### src/design/stta_pkg.sv
`timescale 1ns / 1ps

package stta_pkg;

  localparam int unsigned RAW_W     = 32;
  localparam int unsigned RATE_W    = 32;
  localparam int unsigned PERIOD_W  = 32;
  localparam int unsigned DELTA_W   = 40;
  localparam int unsigned TIME_W    = 64;
  localparam int unsigned PROD_W    = RAW_W + RATE_W;
  localparam int unsigned CFG_IDX_W = 2;
  localparam int unsigned CFG_W     = 32;

  localparam int unsigned RATE_FRAC_BITS = 24;

  localparam logic [RATE_W-1:0]   TIME_RATE_RST  = 32'd16777216;
  localparam logic [PERIOD_W-1:0] PERIOD_DEFAULT = 32'd1000000000;
  localparam logic [DELTA_W-1:0]  DELTA_MAX      = '1;

  typedef enum logic [CFG_IDX_W-1:0] {
    CFG_TIME_FROZEN = 2'd0,
    CFG_TIME_RATE   = 2'd1,
    CFG_TICK_PERIOD = 2'd2
  } cfg_idx_e;

  typedef enum logic {
    MODE_ADVANCE = 1'b0,
    MODE_CLEAR   = 1'b1
  } mode_e;

  typedef enum logic [3:0] {
    ST_IDLE,
    ST_CLR,
    ST_MUL,
    ST_SCALE,
    ST_DIST,
    ST_CMP,
    ST_DIV,
    ST_UPD,
    ST_OUT
  } state_e;

  typedef struct packed {
    logic                start;
    logic [TIME_W-1:0]   dividend;
    logic [PERIOD_W-1:0] divisor;
  } div_req_t;

  typedef struct packed {
    logic                done;
    logic [TIME_W-1:0]   quotient;
    logic [PERIOD_W-1:0] remainder;
  } div_rsp_t;

endpackage

### src/design/stta_if.sv
`timescale 1ns / 1ps

interface stta_in_if;
  logic                       valid;
  logic                       ready;
  logic                       mode;
  logic [stta_pkg::RAW_W-1:0] raw_delta_ns;

  modport source (output valid, output mode, output raw_delta_ns, input ready);
  modport sink   (input valid, input mode, input raw_delta_ns, output ready);
endinterface

interface stta_out_if;
  logic                         valid;
  logic                         ready;
  logic [stta_pkg::DELTA_W-1:0] scaled_delta_ns;
  logic [stta_pkg::TIME_W-1:0]  elapsed_ns;
  logic [stta_pkg::DELTA_W-1:0] ticks_this_step;
  logic [stta_pkg::TIME_W-1:0]  total_ticks;

  modport source (output valid, output scaled_delta_ns, output elapsed_ns,
                  output ticks_this_step, output total_ticks, input ready);
  modport sink   (input valid, input scaled_delta_ns, input elapsed_ns,
                  input ticks_this_step, input total_ticks, output ready);
endinterface

### src/design/stta_div.sv
`timescale 1ns / 1ps

module stta_div (
  input  logic               clk_i,
  input  logic               rst_ni,
  input  stta_pkg::div_req_t req_i,
  output stta_pkg::div_rsp_t rsp_o
);
  import stta_pkg::*;

  localparam int unsigned CntW = $clog2(TIME_W);

  logic                busy_q, busy_d;
  logic                done_q, done_d;
  logic [CntW-1:0]     cnt_q, cnt_d;
  logic [TIME_W-1:0]   dvd_q, dvd_d;
  logic [PERIOD_W-1:0] rem_q, rem_d;
  logic [PERIOD_W-1:0] dsr_q, dsr_d;

  logic [PERIOD_W:0]   trial;
  logic [PERIOD_W+1:0] diff;
  logic                fits;

  // One restoring step per cycle: the dividend shifts out at the top while
  // quotient bits shift in at the bottom of the same register.
  always_comb begin
    trial  = {rem_q, dvd_q[TIME_W-1]};
    diff   = {1'b0, trial} - {2'b00, dsr_q};
    fits   = ~diff[PERIOD_W+1];
    busy_d = busy_q;
    done_d = 1'b0;
    cnt_d  = cnt_q;
    dvd_d  = dvd_q;
    rem_d  = rem_q;
    dsr_d  = dsr_q;
    if (req_i.start) begin
      busy_d = 1'b1;
      cnt_d  = '0;
      dvd_d  = req_i.dividend;
      rem_d  = '0;
      dsr_d  = req_i.divisor;
    end else if (busy_q) begin
      dvd_d = {dvd_q[TIME_W-2:0], fits};
      rem_d = fits ? diff[PERIOD_W-1:0] : trial[PERIOD_W-1:0];
      cnt_d = cnt_q + CntW'(1);
      if (cnt_q == CntW'(TIME_W - 1)) begin
        busy_d = 1'b0;
        done_d = 1'b1;
      end
    end
  end

  always_ff @(posedge clk_i or negedge rst_ni) begin
    if (!rst_ni) begin
      busy_q <= 1'b0;
      done_q <= 1'b0;
      cnt_q  <= '0;
    end else begin
      busy_q <= busy_d;
      done_q <= done_d;
      cnt_q  <= cnt_d;
    end
  end

  always_ff @(posedge clk_i) begin
    dvd_q <= dvd_d;
    rem_q <= rem_d;
    dsr_q <= dsr_d;
  end

  assign rsp_o.done      = done_q;
  assign rsp_o.quotient  = dvd_q;
  assign rsp_o.remainder = rem_q;

endmodule

### src/design/scaled_time_tick_accumulator.sv
`timescale 1ns / 1ps

// Channel  Dir  Handshake     Word
// -------  ---  ------------  ---------------------------------------------------
// in_i     in   valid/ready   mode, raw_delta_ns
// out_o    out  valid/ready   scaled_delta_ns, elapsed_ns, ticks_this_step,
//                             total_ticks
// cfg      in   cfg_we_i      cfg_idx_i, cfg_wdata_i (no back-pressure)
//
// An advance that needs a division waits on the radix-2 divider, which takes
// one quotient bit per cycle over 64 bits. Clears go from ST_CLR to ST_OUT,
// and advances that produce no tick go from ST_CMP to ST_UPD without the divider.
// One word is in flight at a time; in_i.ready is high only when idle.
// A finished word waits in the output register while the next word is taken.
// Reset restores the register defaults and zeroes the time and tick counters.

module scaled_time_tick_accumulator #(
  parameter int unsigned RateFracBits = stta_pkg::RATE_FRAC_BITS
) (
  input  logic                             clk_i,
  input  logic                             rst_ni,
  stta_in_if.sink                          in_i,
  stta_out_if.source                       out_o,
  input  logic                             cfg_we_i,
  input  logic [stta_pkg::CFG_IDX_W-1:0]   cfg_idx_i,
  input  logic [stta_pkg::CFG_W-1:0]       cfg_wdata_i
);
  import stta_pkg::*;

  state_e state_q, state_d;

  logic                frozen_q;
  logic [RATE_W-1:0]   rate_q;
  logic [PERIOD_W-1:0] period_q;

  logic [RAW_W-1:0]    raw_q, raw_d;
  logic [PROD_W-1:0]   prod_q, prod_d;
  logic [DELTA_W-1:0]  scaled_q, scaled_d;
  logic [TIME_W-1:0]   elapsed_q, elapsed_d;
  logic [TIME_W-1:0]   last_q, last_d;
  logic [TIME_W-1:0]   total_q, total_d;
  logic [TIME_W-1:0]   dist_q, dist_d;
  logic [TIME_W-1:0]   dm1_q, dm1_d;
  logic [TIME_W-1:0]   step_q, step_d;
  logic [TIME_W-1:0]   nfull_q, nfull_d;

  logic                out_valid_q, out_valid_d;
  logic [DELTA_W-1:0]  out_scaled_q, out_scaled_d;
  logic [TIME_W-1:0]   out_elapsed_q, out_elapsed_d;
  logic [DELTA_W-1:0]  out_ticks_q, out_ticks_d;
  logic [TIME_W-1:0]   out_total_q, out_total_d;

  logic [PROD_W-1:0]   shifted;
  logic                in_fire;
  div_req_t            div_req;
  div_rsp_t            div_rsp;

  assign in_fire = in_i.valid && in_i.ready;
  assign shifted = prod_q >> RateFracBits;

  // Configuration; a zero period is stored as one second.
  always_ff @(posedge clk_i or negedge rst_ni) begin
    if (!rst_ni) begin
      frozen_q <= 1'b0;
      rate_q   <= TIME_RATE_RST;
      period_q <= PERIOD_DEFAULT;
    end else if (cfg_we_i) begin
      case (cfg_idx_i)
        CFG_TIME_FROZEN: frozen_q <= cfg_wdata_i[0];
        CFG_TIME_RATE:   rate_q   <= cfg_wdata_i[RATE_W-1:0];
        CFG_TICK_PERIOD: begin
          period_q <= (cfg_wdata_i[PERIOD_W-1:0] == '0) ? PERIOD_DEFAULT
                                                        : cfg_wdata_i[PERIOD_W-1:0];
        end
        default: ;
      endcase
    end
  end

  always_comb begin
    state_d       = state_q;
    raw_d         = raw_q;
    prod_d        = prod_q;
    scaled_d      = scaled_q;
    elapsed_d     = elapsed_q;
    last_d        = last_q;
    total_d       = total_q;
    dist_d        = dist_q;
    dm1_d         = dm1_q;
    step_d        = step_q;
    nfull_d       = nfull_q;
    out_valid_d   = out_valid_q;
    out_scaled_d  = out_scaled_q;
    out_elapsed_d = out_elapsed_q;
    out_ticks_d   = out_ticks_q;
    out_total_d   = out_total_q;
    div_req.start    = 1'b0;
    div_req.dividend = dist_q - TIME_W'(1);
    div_req.divisor  = period_q;

    if (out_valid_q && out_o.ready) begin
      out_valid_d = 1'b0;
    end

    case (state_q)
      ST_IDLE: begin
        if (in_fire) begin
          raw_d   = in_i.raw_delta_ns;
          state_d = (in_i.mode == MODE_CLEAR) ? ST_CLR : ST_MUL;
        end
      end
      ST_CLR: begin
        elapsed_d = '0;
        last_d    = '0;
        total_d   = '0;
        scaled_d  = '0;
        nfull_d   = '0;
        state_d   = ST_OUT;
      end
      ST_MUL: begin
        prod_d  = frozen_q ? '0 : PROD_W'(raw_q) * PROD_W'(rate_q);
        state_d = ST_SCALE;
      end
      ST_SCALE: begin
        scaled_d  = (|shifted[PROD_W-1:DELTA_W]) ? DELTA_MAX : shifted[DELTA_W-1:0];
        elapsed_d = elapsed_q + TIME_W'(scaled_d);
        state_d   = ST_DIST;
      end
      ST_DIST: begin
        // The distance wraps modulo the counter width, as elapsed time does.
        dist_d  = elapsed_q - last_q;
        state_d = ST_CMP;
      end
      ST_CMP: begin
        dm1_d = dist_q - TIME_W'(1);
        if (dist_q > TIME_W'(period_q)) begin
          div_req.start = 1'b1;
          state_d       = ST_DIV;
        end else begin
          step_d  = '0;
          nfull_d = '0;
          state_d = ST_UPD;
        end
      end
      ST_DIV: begin
        // Whole periods covered equal the dividend less its remainder.
        if (div_rsp.done) begin
          nfull_d = div_rsp.quotient;
          step_d  = dm1_q - TIME_W'(div_rsp.remainder);
          state_d = ST_UPD;
        end
      end
      ST_UPD: begin
        last_d  = last_q + step_q;
        total_d = total_q + nfull_q;
        state_d = ST_OUT;
      end
      ST_OUT: begin
        if (!out_valid_q || out_o.ready) begin
          out_valid_d   = 1'b1;
          out_scaled_d  = scaled_q;
          out_elapsed_d = elapsed_q;
          out_ticks_d   = (|nfull_q[TIME_W-1:DELTA_W]) ? DELTA_MAX
                                                       : nfull_q[DELTA_W-1:0];
          out_total_d   = total_q;
          state_d       = ST_IDLE;
        end
      end
      default: state_d = ST_IDLE;
    endcase
  end

  always_ff @(posedge clk_i or negedge rst_ni) begin
    if (!rst_ni) begin
      state_q     <= ST_IDLE;
      out_valid_q <= 1'b0;
      elapsed_q   <= '0;
      last_q      <= '0;
      total_q     <= '0;
    end else begin
      state_q     <= state_d;
      out_valid_q <= out_valid_d;
      elapsed_q   <= elapsed_d;
      last_q      <= last_d;
      total_q     <= total_d;
    end
  end

  always_ff @(posedge clk_i) begin
    raw_q         <= raw_d;
    prod_q        <= prod_d;
    scaled_q      <= scaled_d;
    dist_q        <= dist_d;
    dm1_q         <= dm1_d;
    step_q        <= step_d;
    nfull_q       <= nfull_d;
    out_scaled_q  <= out_scaled_d;
    out_elapsed_q <= out_elapsed_d;
    out_ticks_q   <= out_ticks_d;
    out_total_q   <= out_total_d;
  end

  stta_div u_div (
    .clk_i  (clk_i),
    .rst_ni (rst_ni),
    .req_i  (div_req),
    .rsp_o  (div_rsp)
  );

  assign in_i.ready            = (state_q == ST_IDLE);
  assign out_o.valid           = out_valid_q;
  assign out_o.scaled_delta_ns = out_scaled_q;
  assign out_o.elapsed_ns      = out_elapsed_q;
  assign out_o.ticks_this_step = out_ticks_q;
  assign out_o.total_ticks     = out_total_q;

  a_accept_next: assert property (@(posedge clk_i) disable iff (!rst_ni)
    in_fire |=> (state_q == ST_MUL || state_q == ST_CLR))
    else $error("accepted word did not start processing");

  a_div_return: assert property (@(posedge clk_i) disable iff (!rst_ni)
    (state_q == ST_DIV && div_rsp.done) |=> state_q == ST_UPD)
    else $error("divider result not consumed");

  a_rem_bound: assert property (@(posedge clk_i) disable iff (!rst_ni)
    (state_q == ST_DIV && div_rsp.done) |-> div_rsp.remainder < period_q)
    else $error("divider remainder not below the period");

  a_clear_zero: assert property (@(posedge clk_i) disable iff (!rst_ni)
    state_q == ST_CLR |=> (elapsed_q == '0 && last_q == '0 && total_q == '0))
    else $error("clear left counters non-zero");

endmodule
### src/flat_wrapper.sv
// flat-port wrapper written by rule: the top's interface ports become plain ports
module scaled_time_tick_accumulator_flat import stta_pkg::*;
#(
  parameter int unsigned RateFracBits = stta_pkg::RATE_FRAC_BITS
)
  (clk_i, rst_ni, cfg_we_i, cfg_idx_i, cfg_wdata_i, in_i_valid, in_i_mode, in_i_raw_delta_ns, in_i_ready, out_o_valid, out_o_scaled_delta_ns, out_o_elapsed_ns, out_o_ticks_this_step, out_o_total_ticks, out_o_ready);
  stta_in_if in_i_i ();
  stta_out_if out_o_i ();
  input  logic clk_i;
  input  logic rst_ni;
  input  logic cfg_we_i;
  input  logic [stta_pkg::CFG_IDX_W-1:0] cfg_idx_i;
  input  logic [stta_pkg::CFG_W-1:0] cfg_wdata_i;
  input wire logic [$bits(in_i_i.valid)-1:0] in_i_valid;
  input wire logic [$bits(in_i_i.mode)-1:0] in_i_mode;
  input wire logic [$bits(in_i_i.raw_delta_ns)-1:0] in_i_raw_delta_ns;
  output wire logic [$bits(in_i_i.ready)-1:0] in_i_ready;
  output wire logic [$bits(out_o_i.valid)-1:0] out_o_valid;
  output wire logic [$bits(out_o_i.scaled_delta_ns)-1:0] out_o_scaled_delta_ns;
  output wire logic [$bits(out_o_i.elapsed_ns)-1:0] out_o_elapsed_ns;
  output wire logic [$bits(out_o_i.ticks_this_step)-1:0] out_o_ticks_this_step;
  output wire logic [$bits(out_o_i.total_ticks)-1:0] out_o_total_ticks;
  input wire logic [$bits(out_o_i.ready)-1:0] out_o_ready;
  assign in_i_i.valid = in_i_valid;
  assign in_i_i.mode = in_i_mode;
  assign in_i_i.raw_delta_ns = in_i_raw_delta_ns;
  assign in_i_ready = in_i_i.ready;
  assign out_o_valid = out_o_i.valid;
  assign out_o_scaled_delta_ns = out_o_i.scaled_delta_ns;
  assign out_o_elapsed_ns = out_o_i.elapsed_ns;
  assign out_o_ticks_this_step = out_o_i.ticks_this_step;
  assign out_o_total_ticks = out_o_i.total_ticks;
  assign out_o_i.ready = out_o_ready;
  scaled_time_tick_accumulator #(.RateFracBits(RateFracBits)) u_core (.clk_i(clk_i), .rst_ni(rst_ni), .in_i(in_i_i), .out_o(out_o_i), .cfg_we_i(cfg_we_i), .cfg_idx_i(cfg_idx_i), .cfg_wdata_i(cfg_wdata_i));
endmodule
### config.mk
export PLATFORM = sky130hd
export DESIGN_NAME = scaled_time_tick_accumulator_flat
export DESIGN_NICKNAME = d
export VERILOG_FILES = /design/src/design/stta_pkg.sv /design/src/design/stta_if.sv /design/src/design/stta_div.sv /design/src/design/scaled_time_tick_accumulator.sv /design/src/flat_wrapper.sv
export SDC_FILE = /design/constraint.sdc
export NUM_CORES = 2
export LEC_CHECK = 0
export ABC_CLOCK_PERIOD_IN_PS = 34900
export BUFFER_PORTS_ARGS = -buffer_cell sky130_fd_sc_hd__buf_2
export CORE_ASPECT_RATIO = 0.75
export CORE_MARGIN = 4
export CORE_UTILIZATION = 45
export DETAILED_ROUTE_END_ITERATION = 7
export PLACE_DENSITY = 0.59
export SLEW_MARGIN = 20
export SYNTH_ARGS = -nofsm -noshare
export SYNTH_HDL_FRONTEND = slang
export SYNTH_SLANG_ARGS = --single-unit
### constraint.sdc
create_clock -name clk_i -period 34.9 [get_ports clk_i]
set_input_delay 3.49 -clock clk_i [delete_from_list [all_inputs] [get_ports clk_i]]
set_output_delay 3.49 -clock clk_i [all_outputs]
set_load 0.02 [all_outputs]
# After elaboration in Yosys (flattened, before gate mapping)
# Index checks and enable logic that the tools add are counted.
# W data, S select, Z words.
[totals] regBits=998 latch_bits=0 ramBits=0 mem_bits_ro=0 in_bits=72 out_inout_bits=210 elab_cells=105 memories=0
[op_classes] addsub=8 n_mul=1 n_div=0 magnitude_cmp=1 eq_ne=15 shifts=0 muxes=32 bitwise=1 reduce_logical=22
[op_table] operator="$pmux W64 S2" n=4
[op_table] operator="$mux W64" n=5
[op_table] operator="$pmux W64 S3" n=1
[op_table] operator="$add A64 B64 Y64" n=2
[op_table] operator="$pmux W40 S2" n=1
[op_table] operator="$add A64 B40 Y64" n=1
[op_table] operator="$gt A64 B32 Y1" n=1
[op_table] operator="$mul A32 B32 Y64" n=1
[op_table] operator="$mux W32" n=2
[op_table] operator="$sub A64 B1 Y64 const B" n=1
[op_table] operator="$sub A64 B32 Y64" n=1
[op_table] operator="$sub A64 B64 Y64" n=1
[op_table] operator="$sub A33 B32 Y34" n=1
[op_table] operator="$logic_not A32 Y1" n=1
[op_table] operator="$pmux W4 S8" n=1
[op_table] operator="$reduce_or A24 Y1" n=1
[op_table] operator="$eq A4 B3 Y1 const B" n=4
[op_table] operator="$mux W1" n=12
[op_table] operator="$mux W4" n=3
[op_table] operator="$mux W6" n=2
[op_table] operator="$reduce_and A2 Y1" n=5
[op_table] operator="$reduce_and A3 Y1" n=3
[op_table] operator="$eq A4 B2 Y1 const B" n=2
[op_table] operator="$reduce_bool A2 Y1" n=4
[op_table] operator="other kinds (17)" n=20

# Logic depth before layout (Yosys ltp)
[depth] ltp_word=4 ltp_mapped=29 mapped_depth_nobuf=28

# Cells and area by module
# A second synthesis with hierarchy kept.
[hier_totals] hier_cells=8488 hier_area_um2=86047.5
[by_module_without_submodules] mod="scaled_time_tick_accumulator" instances=1 cells_per_inst=7847 area_each_um2=78808.1 seq_area_each_um2=23870.4
[by_module_without_submodules] mod="stta_div" instances=1 cells_per_inst=641 area_each_um2=7239.4 seq_area_each_um2=3723.6

# Worst setup path after synthesis
# OpenSTA, ideal clock, no wires.
[synth_path] path_type="input to register" start="in out_o_ready" end="reg u_core.out_elapsed_q[0] (netlist: u_core.out_o.elapsed_ns[0]) (enable)" setup_time_ns=0.846 arrival_time_ns=13.523 required_time_ns=34.054 setup_slack_ns=20.531 cell_stages=2 path_buffers=0 cell_sequence="inv_1 > a21oi_1"
[synth_via] elab_chain_len=2
[synth_lines] element="from (decl)" line="flat_wrapper.sv:23" source="input wire logic [$bits(out_o_i.ready)-1:0] out_o_ready;"
[synth_lines] element="$logic_or A1 B1 Y1" line="scaled_time_tick_accumulator.sv:159" source="if (!out_valid_q || out_o.ready) begin"
[synth_lines] element="$reduce_and A2 Y1 (no source line)"
[synth_lines] element="to (signal assigned)" line="scaled_time_tick_accumulator.sv:198" source="out_elapsed_q <= out_elapsed_d;"
[synth_lines] element="to (decl)" line="scaled_time_tick_accumulator.sv:49" source="logic [TIME_W-1:0] out_elapsed_q, out_elapsed_d;"
# No other way between the ends.
# A chain may end at the register's enable or synchronous reset.

# Worst setup path after layout
[layout_path] start="reg u_core.rate_q[12]" end="reg u_core.prod_q[61], data pin"
[layout_via] elab_chain_len=1
[layout_lines] element="from (decl)" line="scaled_time_tick_accumulator.sv:33" source="logic [RATE_W-1:0] rate_q;"
[layout_lines] element="from (signal assigned)" line="scaled_time_tick_accumulator.sv:70" source="CFG_TIME_RATE: rate_q <= cfg_wdata_i[RATE_W-1:0];"
[layout_lines] element="$mul A32 B32 Y64" line="scaled_time_tick_accumulator.sv:121" source="prod_d = frozen_q ? '0 : PROD_W'(raw_q) * PROD_W'(rate_q);"
[layout_lines] element="to (signal assigned)" line="scaled_time_tick_accumulator.sv:191" source="prod_q <= prod_d;"
[layout_lines] element="to (decl)" line="scaled_time_tick_accumulator.sv:37" source="logic [PROD_W-1:0] prod_q, prod_d;"
# No other way between the ends.

==> results_dict.tcl <==
set metrics [dict create \
    synth_top_family_by_area "adder cells" \
    place.gp.congestion 0.938 \
    cap_viol_max_count 0 \
    number_of_vias_in_the_routed_layout 63400 \
    slowest_stage_cell_crit_path "sky130_fd_sc_hd__dfrtp_2" \
    area_growth_syn_to_layout_pct 8.61 \
    cpMostUsedCell "sky130_fd_sc_hd__fa_1" \
    path_buf_inv 3 \
    placementRows 138 \
    place_hpwl_um 203000 \
    post_synth_and_or_nand_nor_area_fraction 0.150 \
    ys_ff_latch 974 \
    worstSetupEndpointType "flop" \
    drt_first_pass_iters 5 \
    core_area_sq_um 189000 \
    timing.final.crit_share 0.272 \
    outcome "complete, no violations" \
    timing.reg2reg.worst_path_depth 23 \
    yosys-mux-area-fraction 0.0169 \
    critPathMaxFanout 33 \
    count_of_final_max_slew_check_failures 0 \
    dieArea_sq_um 198000 \
    setup_viol 0 \
    post_cts_resized 0 \
    yosys.area.top_type_share 0.235 \
    worst_hold_startpoint "u_core.scaled_q[18]$_SDFFCE_PN0P_" \
    multi_input_area_sq_um 52700 \
    mappedNetlistArea_sq_um 85900 \
    synthesis.yosys.warnings 0 \
    tritoncts_num_sinks 974 \
    vias_per_inst 5.65 \
    period_minus_slack_ns 9.51 \
    post_synth_num_cell_types 84 \
    tns_ns 0 \
    kind_of_cell_with_the_highest_combined_delay_on_the_critical_path "adder cells" \
    slew_headroom 0.224 \
    cts_inserted_buffers 104 \
    number_of_inserted_filler_cells_in_the_final_layout 17500 \
    latest_clock_arrival_within_the_worst_skew_pair_ns 0.78 \
    quantity_of_i_o_buffers_inserted_on_ports 281 \
    synthDominantAreaCellType "sky130_fd_sc_hd__edfxtp_1" \
    gr-usage-all-layers 0.266 \
    syn_area_per_cell_sq_um 10.1 \
    drt_iter0_markers 5705 \
    hold_viol_final 0 \
    kind_of_start_point_of_the_critical_path "flop" \
    min-delay-path-class "reg2reg" \
    worst_path_largest_cell_delay_ns 0.82 \
    cts.htree.levels 3 \
    synth-compound-area-share 0.113 \
    tightestPinTransition_ns 1.16 \
    floorplan.initialDensity 0.454 \
    setup_repair_after_global_routing_missed_its_margin "no" \
    synthesized_nets 10100 \
    root_buffer "sky130_fd_sc_hd__clkbuf_16" \
    reg2reg_to "u_core.prod_q[61]$_SDFFCE_PP0P_" \
    reg2reg_from "u_core.rate_q[12]$_DFFE_PN0P_" \
    pin_count_of_the_biggest_net_entering_global_routing 138 \
    tritoncts_clock_tree "yes" \
    post_synth_fa_ha_maj_area_fraction 0.295 \
    final_clock_skew_ns 0.0635 \
    cts.path.max_buffers 3 \
    cell_chain_of_the_critical_path "and2_1 > fa_1 > fa_1 > inv_1 > fa_1 > fa_1 > fa_1 > inv_1 > fa_1 > fa_1 > fa_1 > ha_1 > or3_1 > a221o_1 > a31oi_1 > nor2_1 > a2111oi_1 > buf_4 > o31ai_1 > a21oi_1 > o31ai_1 > a2111oi_0 > nor4_1" \
    cp.arrival_ns 9.96 \
    cts_hold_repair.buffers 0 \
    worstSetupPathType "reg2reg" \
    worst_setup_hold_path_clk_slew_ns 0.07 \
    route.detailed.wl_per_inst_um 23.5 \
    synth-edff-count 672 \
    drive_gt1_frac 0.0845 \
    first_global_vias 62900 \
    synthXorXnorAreaFrac 0.0372 \
    min_to "u_core.out_o.scaled_delta_ns[18]$_DFFE_PP_" \
    drt_drc_violations_left 0 \
    setup.reg_to_reg.worst_slack_ns 25.39 \
    ys_async_sr_fraction 0.277 \
    yosysSeqAreaShare 0.321 \
    final-seq-area_sq_um 27600 \
    ant_nets 0 \
    die_width_um 513 \
    ioPinCount 282 \
    postSynthCellCount 8533 \
    postCtsSetupBuffers 0 \
    worst_hold_path.num_cells 0 \
    worst-endpoint-required_ns 35.36 \
    top_ff_cell_synth "sky130_fd_sc_hd__edfxtp_1" \
    number_of_antenna_violations_at_the_first_check_in_global_routing 9 \
    achievable-frequency_mhz 105 \
    leading_post_synthesis_cells_by_cell_area "sky130_fd_sc_hd__edfxtp_1 23%, sky130_fd_sc_hd__fa_1 21%, sky130_fd_sc_hd__ha_1 8.5%, sky130_fd_sc_hd__dfrtp_1 7.5%, sky130_fd_sc_hd__and2_1 5.2%" \
    finish.net_count 10200 \
    die_h_um 386 \
    postRouteWirelength_um 264000 \
    grt.overflow.total 0 \
    global_route_wire_length_before_repair_um 402000 \
]
==> how the worst max path moves through the flow <==
stage / to / slack [ns] / cells after the start / from
global placement: u_core.prod_q[61]$_SDFFCE_PP0P_ / 25.30 / 27 / u_core.rate_q[6]$_DFFE_PN0P_
finish: u_core.prod_q[61]$_SDFFCE_PP0P_ / 25.39 / 23 / u_core.rate_q[12]$_DFFE_PN0P_
CTS: u_core.prod_q[61]$_SDFFCE_PP0P_ / 25.19 / 27 / u_core.rate_q[6]$_DFFE_PN0P_
global route: u_core.prod_q[61]$_SDFFCE_PP0P_ / 25.02 / 25 / u_core.rate_q[6]$_DFFE_PN0P_
floorplan: u_core.out_o.elapsed_ns[0]$_DFFE_PP_ / 20.53 / 2 / out_o_ready
detailed placement: u_core.prod_q[61]$_SDFFCE_PP0P_ / 25.18 / 25 / u_core.rate_q[6]$_DFFE_PN0P_
==> area by class of cell <==
cell class / instances / share of cell area
Antenna cell: 4 / 0.000107
Clock buffer: 135 / 0.0300
Clock inverter: 61 / 0.00675
Inverter: 1112 / 0.0447
Multi-Input combinational cell: 6040 / 0.565
Sequential cell: 974 / 0.296
Tap cell: 2520 / 0.0338
Timing Repair Buffer: 381 / 0.0237
==> state kept, by name, summed over array words and instances, names as in the netlist, 6 cells and up <==
signal,count
u_core.u_div.rem_q,32
u_core.step_q,64
u_core.out_o.ticks_this_step,40
u_core.elapsed_q,64
u_core.scaled_q,40
u_core.u_div.dsr_q,32
u_core.nfull_q,64
u_core.rate_q,32
u_core.u_div.dvd_q,64
u_core.total_q,64
u_core.dist_q,64
u_core.out_o.total_ticks,64
u_core.raw_q,32
u_core.period_q,32
u_core.out_o.scaled_delta_ns,40
u_core.u_div.cnt_q,6
u_core.out_o.elapsed_ns,64
u_core.last_q,64
u_core.dm1_q,64
u_core.prod_q,40
==> per-stage QoR <==
step	hold WS, ns	area, sq um	setup WS [ns]	std cells	util
2_1_floorplan	0.400	85900	20.53	8533	-
3_3_place_gp	0.402	89800	25.30	11000	0.475
3_5_place_dp	0.405	89800	25.18	11000	0.475
4_1_cts	0.419	93200	25.19	11200	0.493
5_1_grt	0.428	93300	25.02	11200	0.493
6_report	0.418	93300	25.39	11200	0.493
==> cell families after synthesis <==
family | after synthesis
compound gates | 1507
mux | 131
buf+inv | 1519
fa+ha+maj | 1488
xor+xnor | 365
simple gates | 2549
flops | 974
==> cells in the mapped netlist (all sizes together) (28+ instances only) <==
cell    count
inv      1111
fa        901
nand2     833
and2      718
edfxtp    672
ha        587
a21oi     422
clkbuf    398
nor2      367
o21ai     327
dfrtp     256
a21o      242
xnor2     183
xor2      182
mux2      113
nand4      96
nand3      92
nor3       88
or3        84
a211oi     63
o21bai     62
and3       53
o31ai      51
a22o       50
nand2b     47
nor4       45
nor2b      44
a31oi      37
o21a       35
dfxtp      32
o211ai     28
==> layer usage <==
layer | routed length [um] | part of all wire | global-route usage | vias up
met3 | 22500 | 0.085 | 0.0498 | 277
met5 | 27 | 0.00010 | 0 | -
met1 | 129000 | 0.49 | 0.424 | 32000
met4 | 6060 | 0.023 | 0.0603 | 4
met2 | 106000 | 0.40 | 0.371 | 2394
li1 | - | - | - | 28700
==> cell usage in the layout, fill, tap and decap left out, types with 37 or more instances in the layout <==
master,netlist,routed
sky130_fd_sc_hd__dfrtp_1,256,251
sky130_fd_sc_hd__nor2b_1,44,44
sky130_fd_sc_hd__o21ai_0,327,327
sky130_fd_sc_hd__nor4_1,45,44
sky130_fd_sc_hd__a21oi_1,422,421
sky130_fd_sc_hd__ha_1,587,587
sky130_fd_sc_hd__nor3_1,87,80
sky130_fd_sc_hd__nand4_1,96,96
sky130_fd_sc_hd__mux2_2,113,113
sky130_fd_sc_hd__clkbuf_16,0,105
sky130_fd_sc_hd__buf_2,0,280
sky130_fd_sc_hd__buf_4,0,97
sky130_fd_sc_hd__nor2_1,367,363
sky130_fd_sc_hd__inv_1,1111,1111
sky130_fd_sc_hd__a21o_1,242,242
sky130_fd_sc_hd__a31oi_1,37,37
sky130_fd_sc_hd__nand2b_1,46,45
sky130_fd_sc_hd__fa_1,901,901
sky130_fd_sc_hd__o21bai_1,62,62
sky130_fd_sc_hd__a22o_1,50,49
sky130_fd_sc_hd__edfxtp_1,672,672
sky130_fd_sc_hd__nand3_1,92,92
sky130_fd_sc_hd__or3_1,84,84
sky130_fd_sc_hd__and2_1,717,716
sky130_fd_sc_hd__a211oi_1,63,63
sky130_fd_sc_hd__xor2_1,182,182
sky130_fd_sc_hd__and3_1,53,53
sky130_fd_sc_hd__nand2_1,833,830
sky130_fd_sc_hd__xnor2_1,183,183
sky130_fd_sc_hd__o31ai_1,51,51
Power is left out: the tool's default activity adds up to more than one toggle a clock period on the data nets, which glitch-free logic cannot reach.
